<file path="config.mk">
export PLATFORM = sky130hd
export DESIGN_NAME = firmware_section_framer_flat
export DESIGN_NICKNAME = d
export VERILOG_FILES = /design/src/rtl/fsf_pkg.sv /design/src/rtl/fsf_if.sv /design/src/rtl/fsf_queue.sv /design/src/rtl/fsf_front.sv /design/src/rtl/fsf_back.sv /design/src/rtl/firmware_section_framer.sv /design/src/flat_wrapper.sv
export SDC_FILE = /design/constraint.sdc
export NUM_CORES = 1
export LEC_CHECK = 0
export BUFFER_PORTS_ARGS = -buffer_cell sky130_fd_sc_hd__buf_2
export CORE_UTILIZATION = 35
export CTS_BUF_LIST = sky130_fd_sc_hd__clkbuf_16
export CTS_CLUSTER_DIAMETER = 200
export DETAILED_ROUTE_END_ITERATION = 8
export SYNTH_ARGS = -nofsm -noshare
export SYNTH_HDL_FRONTEND = slang
export SYNTH_SLANG_ARGS = --single-unit
export TNS_END_PERCENT = 30
</file>
<file path="constraint.sdc">
create_clock -name clk -period 4.9 [get_ports clk]
set_input_delay 0.98 -clock clk [delete_from_list [all_inputs] [get_ports clk]]
set_output_delay 0.98 -clock clk [all_outputs]
set_load 0.02 [all_outputs]
</file>
<file path="src/rtl/fsf_pkg.sv">
// Shared types, constants and CRC helper for the firmware section framer.
`default_nettype none

package fsf_pkg;

  // Framing constants
  localparam int SECTION_BYTES = 508;
  localparam int LENGTH_BITS   = 24;
  localparam int HEADER_BYTES  = 16;
  localparam int POS_BITS      = $clog2(SECTION_BYTES + 1);
  localparam int IDX_BITS      = $clog2(HEADER_BYTES);

  localparam logic [31:0] CRC_POLY = 32'h04C1_1DB7;

  // Header type codes
  localparam logic [31:0] SEC_TYPE = 32'd1;
  localparam logic [31:0] END_TYPE = 32'd4;

  // Configuration register indexes
  localparam int CFG_IDX_BITS = 1;
  localparam logic [CFG_IDX_BITS-1:0] CFG_TOTAL_LENGTH = 1'b0;
  localparam logic [CFG_IDX_BITS-1:0] CFG_LOAD_ADDRESS = 1'b1;

  // Command queue depth (power of two)
  localparam int QUEUE_DEPTH = 4;
  localparam int QPTR_BITS   = $clog2(QUEUE_DEPTH);

  // One classified input byte, handed from front to back
  typedef struct packed {
    logic [7:0]  data;
    logic        start;      // byte opens a section: header goes first
    logic        last_sec;   // byte closes a section: section CRC follows
    logic        last_img;   // byte closes the image: end header follows
    logic [31:0] hdr_addr;   // load address plus section offset
    logic [31:0] hdr_size;   // section size plus four
  } cmd_t;

  // CRC-32, MSB first, one byte
  function automatic logic [31:0] crc_byte(input logic [31:0] crc, input logic [7:0] b);
    logic [31:0] c;
    c = crc ^ {b, 24'h00_0000};
    for (int k = 0; k < 8; k++) begin
      if (c[31]) begin
        c = {c[30:0], 1'b0} ^ CRC_POLY;
      end else begin
        c = {c[30:0], 1'b0};
      end
    end
    return c;
  endfunction

endpackage

`default_nettype wire

</file>
<file path="src/rtl/fsf_if.sv">
// Stream interfaces: binary byte input and framed byte output.
`default_nettype none

interface fsf_byte_if;
  logic       valid;
  logic       ready;
  logic [7:0] data_byte;

  modport source (output valid, output data_byte, input ready);
  modport sink (input valid, input data_byte, output ready);
endinterface

interface fsf_frame_if;
  logic       valid;
  logic       ready;
  logic [7:0] out_byte;
  logic       run_end;
  logic       image_end;

  modport source (output valid, output out_byte, output run_end, output image_end,
                  input ready);
  modport sink (input valid, input out_byte, input run_end, input image_end,
                output ready);
endinterface

`default_nettype wire

</file>
<file path="src/rtl/fsf_queue.sv">
// Small command FIFO between the front classifier and the back sequencer.
`default_nettype none

module fsf_queue
  import fsf_pkg::*;
(
  input  wire logic clk,
  input  wire logic rst,
  input  wire logic push,
  input  wire cmd_t push_cmd,
  input  wire logic pop,
  output cmd_t      head,
  output logic      full,
  output logic      empty
);

  cmd_t                 mem [QUEUE_DEPTH];
  logic [QPTR_BITS-1:0] wr_ptr;
  logic [QPTR_BITS-1:0] rd_ptr;
  logic [QPTR_BITS:0]   count;

  assign full  = (count == (QPTR_BITS+1)'(QUEUE_DEPTH));
  assign empty = (count == '0);
  assign head  = mem[rd_ptr];

  // Storage, no reset needed
  always_ff @(posedge clk) begin
    if (push) begin
      mem[wr_ptr] <= push_cmd;
    end
  end

  // Pointers and fill count
  always_ff @(posedge clk) begin
    if (rst) begin
      wr_ptr <= '0;
      rd_ptr <= '0;
      count  <= '0;
    end else begin
      if (push) begin
        wr_ptr <= wr_ptr + 1'b1;
      end
      if (pop) begin
        rd_ptr <= rd_ptr + 1'b1;
      end
      if (push && !pop) begin
        count <= count + 1'b1;
      end else if (pop && !push) begin
        count <= count - 1'b1;
      end
    end
  end

endmodule

`default_nettype wire

</file>
<file path="src/rtl/fsf_front.sv">
// Front end: config registers, byte acceptance and section classification.
`default_nettype none

module fsf_front
  import fsf_pkg::*;
(
  input  wire logic                    clk,
  input  wire logic                    rst,
  input  wire logic                    cfg_we,
  input  wire logic [CFG_IDX_BITS-1:0] cfg_index,
  input  wire logic [31:0]             cfg_data,
  fsf_byte_if.sink                     din,
  input  wire logic                    q_full,
  output logic                         push,
  output cmd_t                         push_cmd,
  output logic [31:0]                  load_address
);

  logic [LENGTH_BITS-1:0] total_length;
  logic [LENGTH_BITS-1:0] byte_offset;
  logic [POS_BITS-1:0]    section_position;

  logic [LENGTH_BITS-1:0] remaining;
  logic [LENGTH_BITS-1:0] sec_size;
  logic                   in_range;
  logic                   accept;
  logic                   last_img;
  logic                   last_sec;

  assign din.ready = !q_full;
  assign accept    = din.valid && din.ready;

  // Classify the incoming byte
  always_comb begin
    in_range  = (byte_offset < total_length);
    remaining = total_length - byte_offset;
    if (remaining < LENGTH_BITS'(SECTION_BYTES)) begin
      sec_size = remaining;
    end else begin
      sec_size = LENGTH_BITS'(SECTION_BYTES);
    end
    last_img = (remaining == LENGTH_BITS'(1));
    last_sec = last_img || (section_position == POS_BITS'(SECTION_BYTES - 1));

    push              = accept && in_range;
    push_cmd.data     = din.data_byte;
    push_cmd.start    = (section_position == '0);
    push_cmd.last_sec = last_sec;
    push_cmd.last_img = last_img;
    push_cmd.hdr_addr = load_address + 32'(byte_offset);
    push_cmd.hdr_size = 32'(sec_size) + 32'd4;
  end

  // Configuration registers
  always_ff @(posedge clk) begin
    if (rst) begin
      total_length <= LENGTH_BITS'(1);
      load_address <= '0;
    end else if (cfg_we) begin
      case (cfg_index)
        CFG_TOTAL_LENGTH: total_length <= cfg_data[LENGTH_BITS-1:0];
        CFG_LOAD_ADDRESS: load_address <= cfg_data;
        default: ;
      endcase
    end
  end

  // Image progress counters
  always_ff @(posedge clk) begin
    if (rst) begin
      byte_offset      <= '0;
      section_position <= '0;
    end else if (push) begin
      byte_offset <= byte_offset + 1'b1;
      if (last_sec) begin
        section_position <= '0;
      end else begin
        section_position <= section_position + 1'b1;
      end
    end
  end

endmodule

`default_nettype wire

</file>
<file path="src/rtl/fsf_back.sv">
// Back end: expands each command into header, data, CRC and end-header bytes.
`default_nettype none

module fsf_back
  import fsf_pkg::*;
(
  input  wire logic  clk,
  input  wire logic  rst,
  input  wire cmd_t  head,
  input  wire logic  q_empty,
  output logic       pop,
  input  wire logic [31:0] load_address,
  fsf_frame_if.source dout
);

  typedef enum logic [1:0] {
    PH_HDR,
    PH_DATA,
    PH_CRC,
    PH_FHDR
  } phase_t;

  localparam logic [IDX_BITS-1:0] IDX_LAST  = IDX_BITS'(HEADER_BYTES - 1);
  localparam logic [IDX_BITS-1:0] IDX_CRC   = IDX_BITS'(HEADER_BYTES - 4);
  localparam logic [IDX_BITS-1:0] CRC_LAST  = IDX_BITS'(3);

  phase_t              phase;
  logic [IDX_BITS-1:0] idx;
  logic                busy;
  logic [31:0]         hcrc;
  logic [31:0]         scrc;
  logic                out_valid;
  logic [7:0]          out_byte;
  logic                run_end;
  logic                image_end;

  phase_t              cur_phase;
  logic [IDX_BITS-1:0] cur_idx;
  logic                advance;
  phase_t              phase_next;
  logic [IDX_BITS-1:0] idx_next;
  logic                busy_next;
  logic [31:0]         hcrc_next;
  logic [31:0]         scrc_next;
  logic [7:0]          byte_next;
  logic                run_end_next;
  logic                image_end_next;
  logic [31:0]         hdr_word;
  logic [31:0]         hdr_shifted;
  logic [31:0]         hcrc_shifted;
  logic [31:0]         scrc_shifted;
  logic                is_end_hdr;

  assign advance = !q_empty && (!out_valid || dout.ready);
  assign pop     = advance && !busy_next;

  assign dout.valid     = out_valid;
  assign dout.out_byte  = out_byte;
  assign dout.run_end   = run_end;
  assign dout.image_end = image_end;

  // Byte sources for the current step
  always_comb begin
    cur_phase  = busy ? phase : (head.start ? PH_HDR : PH_DATA);
    cur_idx    = busy ? idx : '0;
    is_end_hdr = (cur_phase == PH_FHDR);
    case (cur_idx[3:2])
      2'd0:    hdr_word = is_end_hdr ? END_TYPE : SEC_TYPE;
      2'd1:    hdr_word = is_end_hdr ? load_address : head.hdr_addr;
      2'd2:    hdr_word = is_end_hdr ? load_address : head.hdr_size;
      default: hdr_word = '0;
    endcase
    hdr_shifted  = hdr_word >> {cur_idx[1:0], 3'b000};
    hcrc_shifted = hcrc >> {~cur_idx[1:0], 3'b000};
    scrc_shifted = scrc >> {~cur_idx[1:0], 3'b000};
  end

  // Sequencer next state
  always_comb begin
    phase_next     = cur_phase;
    idx_next       = cur_idx + 1'b1;
    busy_next      = 1'b1;
    hcrc_next      = hcrc;
    scrc_next      = scrc;
    byte_next      = 8'h00;
    run_end_next   = 1'b0;
    image_end_next = 1'b0;
    case (cur_phase)
      PH_HDR, PH_FHDR: begin
        if (cur_idx < IDX_CRC) begin
          byte_next = hdr_shifted[7:0];
          hcrc_next = crc_byte((cur_idx == '0) ? 32'h0 : hcrc, hdr_shifted[7:0]);
        end else begin
          byte_next = hcrc_shifted[7:0];
        end
        if (cur_idx == IDX_LAST) begin
          idx_next = '0;
          if (cur_phase == PH_HDR) begin
            phase_next = PH_DATA;
          end else begin
            busy_next      = 1'b0;
            run_end_next   = 1'b1;
            image_end_next = 1'b1;
          end
        end
      end
      PH_DATA: begin
        byte_next = head.data;
        scrc_next = crc_byte(head.start ? 32'h0 : scrc, head.data);
        idx_next  = '0;
        if (head.last_sec) begin
          phase_next = PH_CRC;
        end else begin
          busy_next    = 1'b0;
          run_end_next = 1'b1;
        end
      end
      PH_CRC: begin
        byte_next = scrc_shifted[7:0];
        if (cur_idx == CRC_LAST) begin
          idx_next = '0;
          if (head.last_img) begin
            phase_next = PH_FHDR;
          end else begin
            busy_next    = 1'b0;
            run_end_next = 1'b1;
          end
        end
      end
      default: begin
        busy_next = 1'b0;
      end
    endcase
  end

  // Sequencer state and output register
  always_ff @(posedge clk) begin
    if (rst) begin
      phase     <= PH_DATA;
      idx       <= '0;
      busy      <= 1'b0;
      out_valid <= 1'b0;
    end else if (advance) begin
      phase     <= phase_next;
      idx       <= idx_next;
      busy      <= busy_next;
      out_valid <= 1'b1;
    end else if (dout.ready) begin
      out_valid <= 1'b0;
    end
    if (advance) begin
      hcrc      <= hcrc_next;
      scrc      <= scrc_next;
      out_byte  <= byte_next;
      run_end   <= run_end_next;
      image_end <= image_end_next;
    end
  end

endmodule

`default_nettype wire

</file>
<file path="src/rtl/firmware_section_framer.sv">
// An accepted byte enters the command queue, then the back sequencer registers
// its first framed byte. Throughput: one framed byte per cycle while dout is
// ready and a command is queued; a section start adds 16 header bytes, a
// section end 4 CRC bytes, the image end 16 bytes; one output path sets this.
// Reset (synchronous): total_length 1, load_address 0, counters and queue clear.
`default_nettype none

module firmware_section_framer
  import fsf_pkg::*;
(
  input  wire logic                    clk,
  input  wire logic                    rst,
  input  wire logic                    cfg_we,
  input  wire logic [CFG_IDX_BITS-1:0] cfg_index,
  input  wire logic [31:0]             cfg_data,
  fsf_byte_if.sink                     din,
  fsf_frame_if.source                  dout
);

  cmd_t        push_cmd;
  cmd_t        head;
  logic        push;
  logic        pop;
  logic        q_full;
  logic        q_empty;
  logic [31:0] load_address;

  // Accept and classify
  fsf_front u_front (
    .clk          (clk),
    .rst          (rst),
    .cfg_we       (cfg_we),
    .cfg_index    (cfg_index),
    .cfg_data     (cfg_data),
    .din          (din),
    .q_full       (q_full),
    .push         (push),
    .push_cmd     (push_cmd),
    .load_address (load_address)
  );

  // Decoupling queue
  fsf_queue u_queue (
    .clk      (clk),
    .rst      (rst),
    .push     (push),
    .push_cmd (push_cmd),
    .pop      (pop),
    .head     (head),
    .full     (q_full),
    .empty    (q_empty)
  );

  // Byte sequencer
  fsf_back u_back (
    .clk          (clk),
    .rst          (rst),
    .head         (head),
    .q_empty      (q_empty),
    .pop          (pop),
    .load_address (load_address),
    .dout         (dout)
  );

endmodule

`default_nettype wire
</file>
<file path="src/flat_wrapper.sv">
// flat-port wrapper written by rule: the top's interface ports become plain ports
module firmware_section_framer_flat import fsf_pkg::*;
  (clk, rst, cfg_we, cfg_index, cfg_data, din_valid, din_data_byte, din_ready, dout_valid, dout_out_byte, dout_run_end, dout_image_end, dout_ready);
  fsf_byte_if din_i ();
  fsf_frame_if dout_i ();
  input  wire logic clk;
  input  wire logic rst;
  input  wire logic cfg_we;
  input  wire logic [CFG_IDX_BITS-1:0] cfg_index;
  input  wire logic [31:0] cfg_data;
  input wire logic [$bits(din_i.valid)-1:0] din_valid;
  input wire logic [$bits(din_i.data_byte)-1:0] din_data_byte;
  output wire logic [$bits(din_i.ready)-1:0] din_ready;
  output wire logic [$bits(dout_i.valid)-1:0] dout_valid;
  output wire logic [$bits(dout_i.out_byte)-1:0] dout_out_byte;
  output wire logic [$bits(dout_i.run_end)-1:0] dout_run_end;
  output wire logic [$bits(dout_i.image_end)-1:0] dout_image_end;
  input wire logic [$bits(dout_i.ready)-1:0] dout_ready;
  assign din_i.valid = din_valid;
  assign din_i.data_byte = din_data_byte;
  assign din_ready = din_i.ready;
  assign dout_valid = dout_i.valid;
  assign dout_out_byte = dout_i.out_byte;
  assign dout_run_end = dout_i.run_end;
  assign dout_image_end = dout_i.image_end;
  assign dout_i.ready = dout_ready;
  firmware_section_framer u_core (.clk(clk), .rst(rst), .cfg_we(cfg_we), .cfg_index(cfg_index), .cfg_data(cfg_data), .din(din_i), .dout(dout_i));
endmodule
</file>
==> results of run 1 <==
## cell families after synthesis
| kind of cell | Yosys count | synth area share, % |
|---|---|---|
| and+or+nand+nor | 627 | 12.50 |
| DFF | 452 | 54.16 |
| AOI/OAI and AO/OA | 444 | 13.27 |
| xor gates and xnor gates | 216 | 9.115 |
| buffers and inverters | 169 | 3.222 |
| adders and majority gates | 68 | 3.780 |
| muxes | 56 | 3.937 |
| other | 1 | 0.01623 |
## metal layers
metal	GRT usage (%)	up-vias
met1	24.65	8080
met4	6.920	0
met5	0	-
li1	-	7659
met3	3.300	125
met2	30.81	574
## power by group through the flow
| stage | Combinational (mW) | Sequential (mW) | Clock, mW |
|---|---|---|---|
| after floorplan | 3.74 | 5.56 | 0 |
| after global placement | 5.01 | 5.58 | 0 |
| after detailed placement | 5.09 | 5.60 | 0 |
| after CTS | 5.12 | 5.53 | 3.68 |
| after global routing | 5.52 | 5.59 | 3.82 |
| final | 5.10 | 5.53 | 3.60 |
## sequential cells by signal, indices dropped and copies added, names as in the netlist, 3 cells and up, named ones only
name and flops:
u_core.u_front.total_length 24, u_core.u_queue.mem 272, u_core.u_queue.count 3, u_core.u_back.scrc 32, u_core.u_front.load_address 32, u_core.u_back.hcrc 32
u_core.u_front.section_position 9, u_core.u_back.idx 4, u_core.u_front.byte_offset 24, u_core.u_back.dout.out_byte 8
## worst register-to-register path: cells and delay by family, from the launching register on
family                   cells  cell delay, ps
AO/OA/AOI/OAI                7            1510
adder cells (fa/ha/maj)      3             730
flip-flops                   1             430
AND/OR/NAND/NOR              5            1570
## cells in the mapped netlist (6+ instances only)
cell type	n
buf_2	22
nor2b_1	18
buf_1	6
or3_1	14
a21oi_1	129
nand4_1	13
o221ai_1	11
a21o_1	30
and3_1	17
nor2_1	101
a211o_1	6
a2111oi_0	8
dfxtp_1	106
nor3_1	40
edfxtp_1	346
xor2_1	70
or2_2	6
nand2b_1	17
mux2_2	9
and2_1	10
xnor2_1	126
o22ai_1	12
a22oi_1	44
mux2i_1	20
a31oi_1	24
o211ai_1	12
nand2_1	300
inv_1	60
buf_6	7
nor4_1	7
a211oi_1	20
clkbuf_1	61
o21ai_0	44
xnor2_2	9
o21a_1	12
buf_4	8
mux4_2	27
nor3b_1	13
a221oi_1	42
nand3_1	48
ha_1	65
## final cells by class
| cell class | instances | area, um^2 | area share, % |
|---|---|---|---|
| sequential | 452 | 12520 | 47.80 |
| timing repair buffer | 104 | 703.2 | 2.685 |
| clock buffer | 49 | 1226 | 4.683 |
| tap | 855 | 1070 | 4.085 |
| multi-input combinational | 1471 | 10100 | 38.57 |
| clock inverter | 38 | 325.3 | 1.242 |
| inverter | 65 | 244.0 | 0.9318 |
## through the flow
stage / setup slack [ps] / instance area (um^2) / instances
6_report: 381.4 / 26190 / 3034
5_1_grt: 93.33 / 26190 / 3034
4_1_cts: 254.9 / 26180 / 3034
3_5_place_dp: 253.3 / 24630 / 2947
3_3_place_gp: 421.8 / 24630 / 2947
2_1_floorplan: -189.9 / 23330 / 2092
## worst max path at each step
stage / slack [ps] / end / depth (start not counted) / startpoint
after floorplan: -190 / u_core.u_queue.mem[0][0]$_DFFE_PP_ / 13 / u_core.u_front.byte_offset[0]$_SDFFE_PP0P_
after global placement: 420 / u_core.u_queue.mem[0][6]$_DFFE_PP_ / 15 / u_core.u_front.byte_offset[0]$_SDFFE_PP0P_
after detailed placement: 250 / u_core.u_queue.mem[2][6]$_DFFE_PP_ / 15 / u_core.u_front.byte_offset[0]$_SDFFE_PP0P_
after CTS: 250 / u_core.u_queue.mem[0][6]$_DFFE_PP_ / 15 / u_core.u_front.byte_offset[0]$_SDFFE_PP0P_
after global routing: 90 / u_core.u_queue.mem[1][6]$_DFFE_PP_ / 15 / u_core.u_front.byte_offset[1]$_SDFFE_PP0P_
final: 380 / u_core.u_queue.mem[3][6]$_DFFE_PP_ / 15 / u_core.u_front.byte_offset[0]$_SDFFE_PP0P_
## what timing repair did
action	in CTS	in global routing
hold buffers	0	0
endpoints found under the setup margin	0	16
resized for setup	0	2
hold endpoints to repair	0	0
==> results.toml, run 1 <==
[layout]
nFillCells = 6106
syn_to_final_growth_pct = 13.34
antennaDiodeCount = 0
final_common_cell = "edfxtp_1"
final_layout_size_suffix_gt1_share_pct = 12.39
nNetsFinal = 2256
fin_util_pct = 40.40
layout_common_cells = "346 x edfxtp_1, 300 x nand2_1, 129 x a21oi_1"

[power_and_ir_drop]
p_clk_share_pct = 25.3
p_leak_nw = 8.966
p_total_mw = 14.24
seqPwrFrac_pct = 38.8
power.switching_mw = 4.922
intPower_mw = 9.313
p_comb_share_pct = 35.9
p_sw_share_pct = 34.58
p_per_area_nw_per_um2 = 543.6
ir_drop_uv = 364.6

[cts]
cts_setup_buffers = 0
path_clk_slew_ps = 60
insertion_delay_ps = 600
clock_sinks = 452
h-tree-depth = 2
numCtsBuffers = 48
cts_tree = "built"
cts_max_path_buffers = 3
cts_root_buffer = "clkbuf_16"

[place]
dp_hpwl_um = 45010
io_buffers = 57
finalWeightedCongestion = 0.9024

[setup_path]
reg2reg_from = "u_core.u_front.byte_offset[0]$_SDFFE_PP0P_"
max_stage_delay_ps = 580
required_ps = 5210
worst_setup_path_start_kind = "flop"
cp_max_fo = 9
critPathKind = "reg2reg"
worstPathArrival_ps = 4830
r2r_end = "u_core.u_queue.mem[3][6]$_DFFE_PP_"
endpoint_kind = "flop"
crit_family = "simple AND/OR/NAND/NOR gates"
crit_chain = "ha_1, fa_1, nor2b_1, o31a_1, o41ai_4, a211oi_2, or3_1, a222oi_1, o211ai_1, or4_4, or3_1, ha_1, nor3b_1, a21oi_1, o22ai_1"
cp_num_buf_inv = 0
r2r_slack_ps = 380
crit_slowest_cell = "or4_4"
rr_worst_depth = 15

[die]
die_w_um = 258.9
rows = 93
core_area_um2 = 64810
die_h_um = 258.9
io_pins = 58
initial_core_util_pct = 35.65
dieArea_um2 = 67040

[synth]
synthArstFlopShare_pct = 0
synthCells = 2033
netlist.area_leader.share_pct = 44.97
ys_seq_area_share_pct = 54.16
synth_top_area_cell = "edfxtp_1"
synth.area.top_cells = "edfxtp_1 45%, dfxtp_1 9.2%, nand2_1 4.9%"
synth_ff_type = "edfxtp_1"
yosysWarnings = 0
syn-cell-area_um2 = 23100
synth.avg_cell_area_um2 = 11.36
synth_edf_count = 346
yosysUniqueCellTypes = 88
ys_seq_elements = 452

[global_route]
grt_pass1_wl_um = 96860
antenna_found_initial = 0
grt_max_degree = 69
grt_pass1_vias = 16330
grt.total_usage_pct = 18.74
grt-ovfl-total = 0

[min_path]
hp-start = "u_core.u_front.total_length[13]$_SDFFE_PP0P_"
min_to = "u_core.u_front.total_length[13]$_SDFFE_PP0P_"
whs_path_depth = 2
min_path_type = "reg2reg"

[sta]
maxSlewViolCount = 0
rsz0062_at_grt = "false"
tns_ps = 0
finalClockSkew_ps = 28.00
tightest_slew_ps = 1249
setup_viol = 0
timing.final.crit_share_pct = 92.22
max_freq_mhz = 221.3
min_period_ps = 4519
slew_headroom_pct = 16.73
holdWs_ps = 465.4
hold_viol = 0

[outcome]
status = "finished clean"

[routing]
drt-met1-wl_um = 27010
drt_iter0_drc = 1523
dr.pass1.iters = 5
dr.max_layer_used = "met4"
via_per_inst = 5.418
wl_met2_um = 29690
drc_errors = 0
routed_wl_um = 63150
detail-route-antenna-nets = 0
vias = 16440
wl_per_cell_um = 20.81
wl_met3_um = 4364

[flow_run]
max-cap-violations = 0
Power figures use the tool's default switching activity.
==> inputs of run 2 (changes only) <==
CTS_BUF_LIST = not set   (was sky130_fd_sc_hd__clkbuf_16)
==> results.toml, run 2 (synthesis gave the netlist of run 1 again) <==
[setup_path]
cp_num_buf_inv = 0
required_ps = 5210
cp_max_fo = 9
crit_slowest_cell = "or4_4"
worstPathArrival_ps = 4840
worst_setup_path_start_kind = "flop"
crit_family = "simple AND/OR/NAND/NOR gates"
max_stage_delay_ps = 580
endpoint_kind = "flop"
crit_chain = "ha_1, fa_1, nor2b_1, o31a_1, o41ai_4, a211oi_2, or3_1, a222oi_1, o211ai_1, or4_4, or3_1, ha_1, nor3b_1, a21oi_1, o22ai_1"
critPathKind = "reg2reg"

[routing]
routed_wl_um = 63220
via_per_inst = 5.431
wl_per_cell_um = 20.84
dr.pass1.iters = 6
detail-route-antenna-nets = 0
drt_iter0_drc = 1609
vias = 16480
drc_errors = 0

[global_route]
grt-ovfl-total = 0
antenna_found_initial = 0
grt.total_usage_pct = 18.74
grt_pass1_wl_um = 96870
grt_pass1_vias = 16330
grt_max_degree = 69

[place]
io_buffers = 57
dp_hpwl_um = 45010
finalWeightedCongestion = 0.9024
place_ws_ps = 253.3
dp_cells = 2947

[layout]
syn_to_final_growth_pct = 13.43
layout_common_cells = "346 x edfxtp_1, 300 x nand2_1, 129 x a21oi_1"
multiInputGateArea_um2 = 10100
top_register = "u_core.u_queue.mem"
fin_util_pct = 40.43
nNetsFinal = 2256
final_layout_size_suffix_gt1_share_pct = 12.48
nFillCells = 6104
layoutNonFillerInstCount = 3034
seq_area_um2 = 12520
final_common_cell = "edfxtp_1"
antennaDiodeCount = 0
largest_register_ffs = 272

[die]
rows = 93
die_w_um = 258.9
io_pins = 58
core_area_um2 = 64810
die_h_um = 258.9
dieArea_um2 = 67040
initial_core_util_pct = 35.65

[outcome]
status = "finished clean"

[power_and_ir_drop]
p_sw_share_pct = 34.48
ir_drop_uv = 364.0
intPower_mw = 9.365
power.switching_mw = 4.928
p_leak_nw = 8.941
p_clk_share_pct = 25.6
p_total_mw = 14.29
p_per_area_nw_per_um2 = 545.4
p_comb_share_pct = 35.7
seqPwrFrac_pct = 38.7

[cts]
cts_root_buffer = "clkbuf_16"
cts_max_path_buffers = 3
path_clk_slew_ps = 60
h-tree-depth = 2
insertion_delay_ps = 600
clock_sinks = 452
numCtsBuffers = 48
ctsHoldBuffers = 0
cts_setup_buffers = 0
cts.repair.resized = 0
cts_tree = "built"

[sta]
rsz0062_at_grt = "false"
min_period_ps = 4532
hold_viol = 0
finalClockSkew_ps = 21.55
tightest_slew_ps = 1263
max_freq_mhz = 220.7
timing.final.crit_share_pct = 92.48
worst_slack_ps = 368.2
slew_headroom_pct = 15.82
setup_viol = 0
maxSlewViolCount = 0
holdWs_ps = 465.5

[flow_run]
max-cap-violations = 0

[min_path]
min_path_type = "reg2reg"
-- run 2: power by group through the flow --
| stage | Clock [mW] | Sequential [mW] | Combinational (mW) |
|---|---|---|---|
| 6_report | 3.66 | 5.53 | 5.10 |
| 5_1_grt | 3.87 | 5.59 | 5.52 |
| 3_5_place_dp | 0 | 5.60 | 5.09 |
| 4_1_cts | 3.74 | 5.53 | 5.12 |
| 2_1_floorplan | 0 | 5.56 | 3.74 |
| 3_3_place_gp | 0 | 5.58 | 5.01 |
-- run 2: worst paths after layout --
| path | from | to | slack, ps | cells past startpoint |
|---|---|---|---|---|
| worst max-delay path | u_core.u_front.byte_offset[0]$_SDFFE_PP0P_ | u_core.u_queue.mem[0][6]$_DFFE_PP_ | 370 | 15 |
| worst min-delay path | u_core.u_front.total_length[13]$_SDFFE_PP0P_ | u_core.u_front.total_length[13]$_SDFFE_PP0P_ | 470 | 2 |
| worst max register to register | u_core.u_front.byte_offset[0]$_SDFFE_PP0P_ | u_core.u_queue.mem[0][6]$_DFFE_PP_ | 370 | 15 |
| worst min register to register | u_core.u_front.total_length[13]$_SDFFE_PP0P_ | u_core.u_front.total_length[13]$_SDFFE_PP0P_ | 470 | 2 |
-- run 2: layout make-up --
cell class / count / area share (%)
Timing Repair Buffer: 104 / 2.683
Clock buffer: 60 / 4.918
Clock inverter: 27 / 1.084
Multi-Input combinational cell: 1471 / 38.54
Tap cell: 855 / 4.082
Inverter: 65 / 0.9310
Sequential cell: 452 / 47.76
-- run 2: routing by layer --
metal / routed length [um] / GRT usage (%)
met5: 0 / 0
met1: 27390 / 24.64
met4: 2141 / 6.920
met3: 4150 / 3.300
met2: 29540 / 30.82
-- run 2: through the flow --
stage	cell area (um^2)	setup TNS, ps
after floorplan	23330	-25830
after global placement	24630	0
after detailed placement	24630	0
after CTS	26200	0
after global routing	26210	0
final	26210	0
-- run 2: worst min-delay path: cells and delay by family (launching register included) --
family / cells / cell delay [ps]
simple gates: 1 / 50
compound gates: 1 / 50
flops: 1 / 320
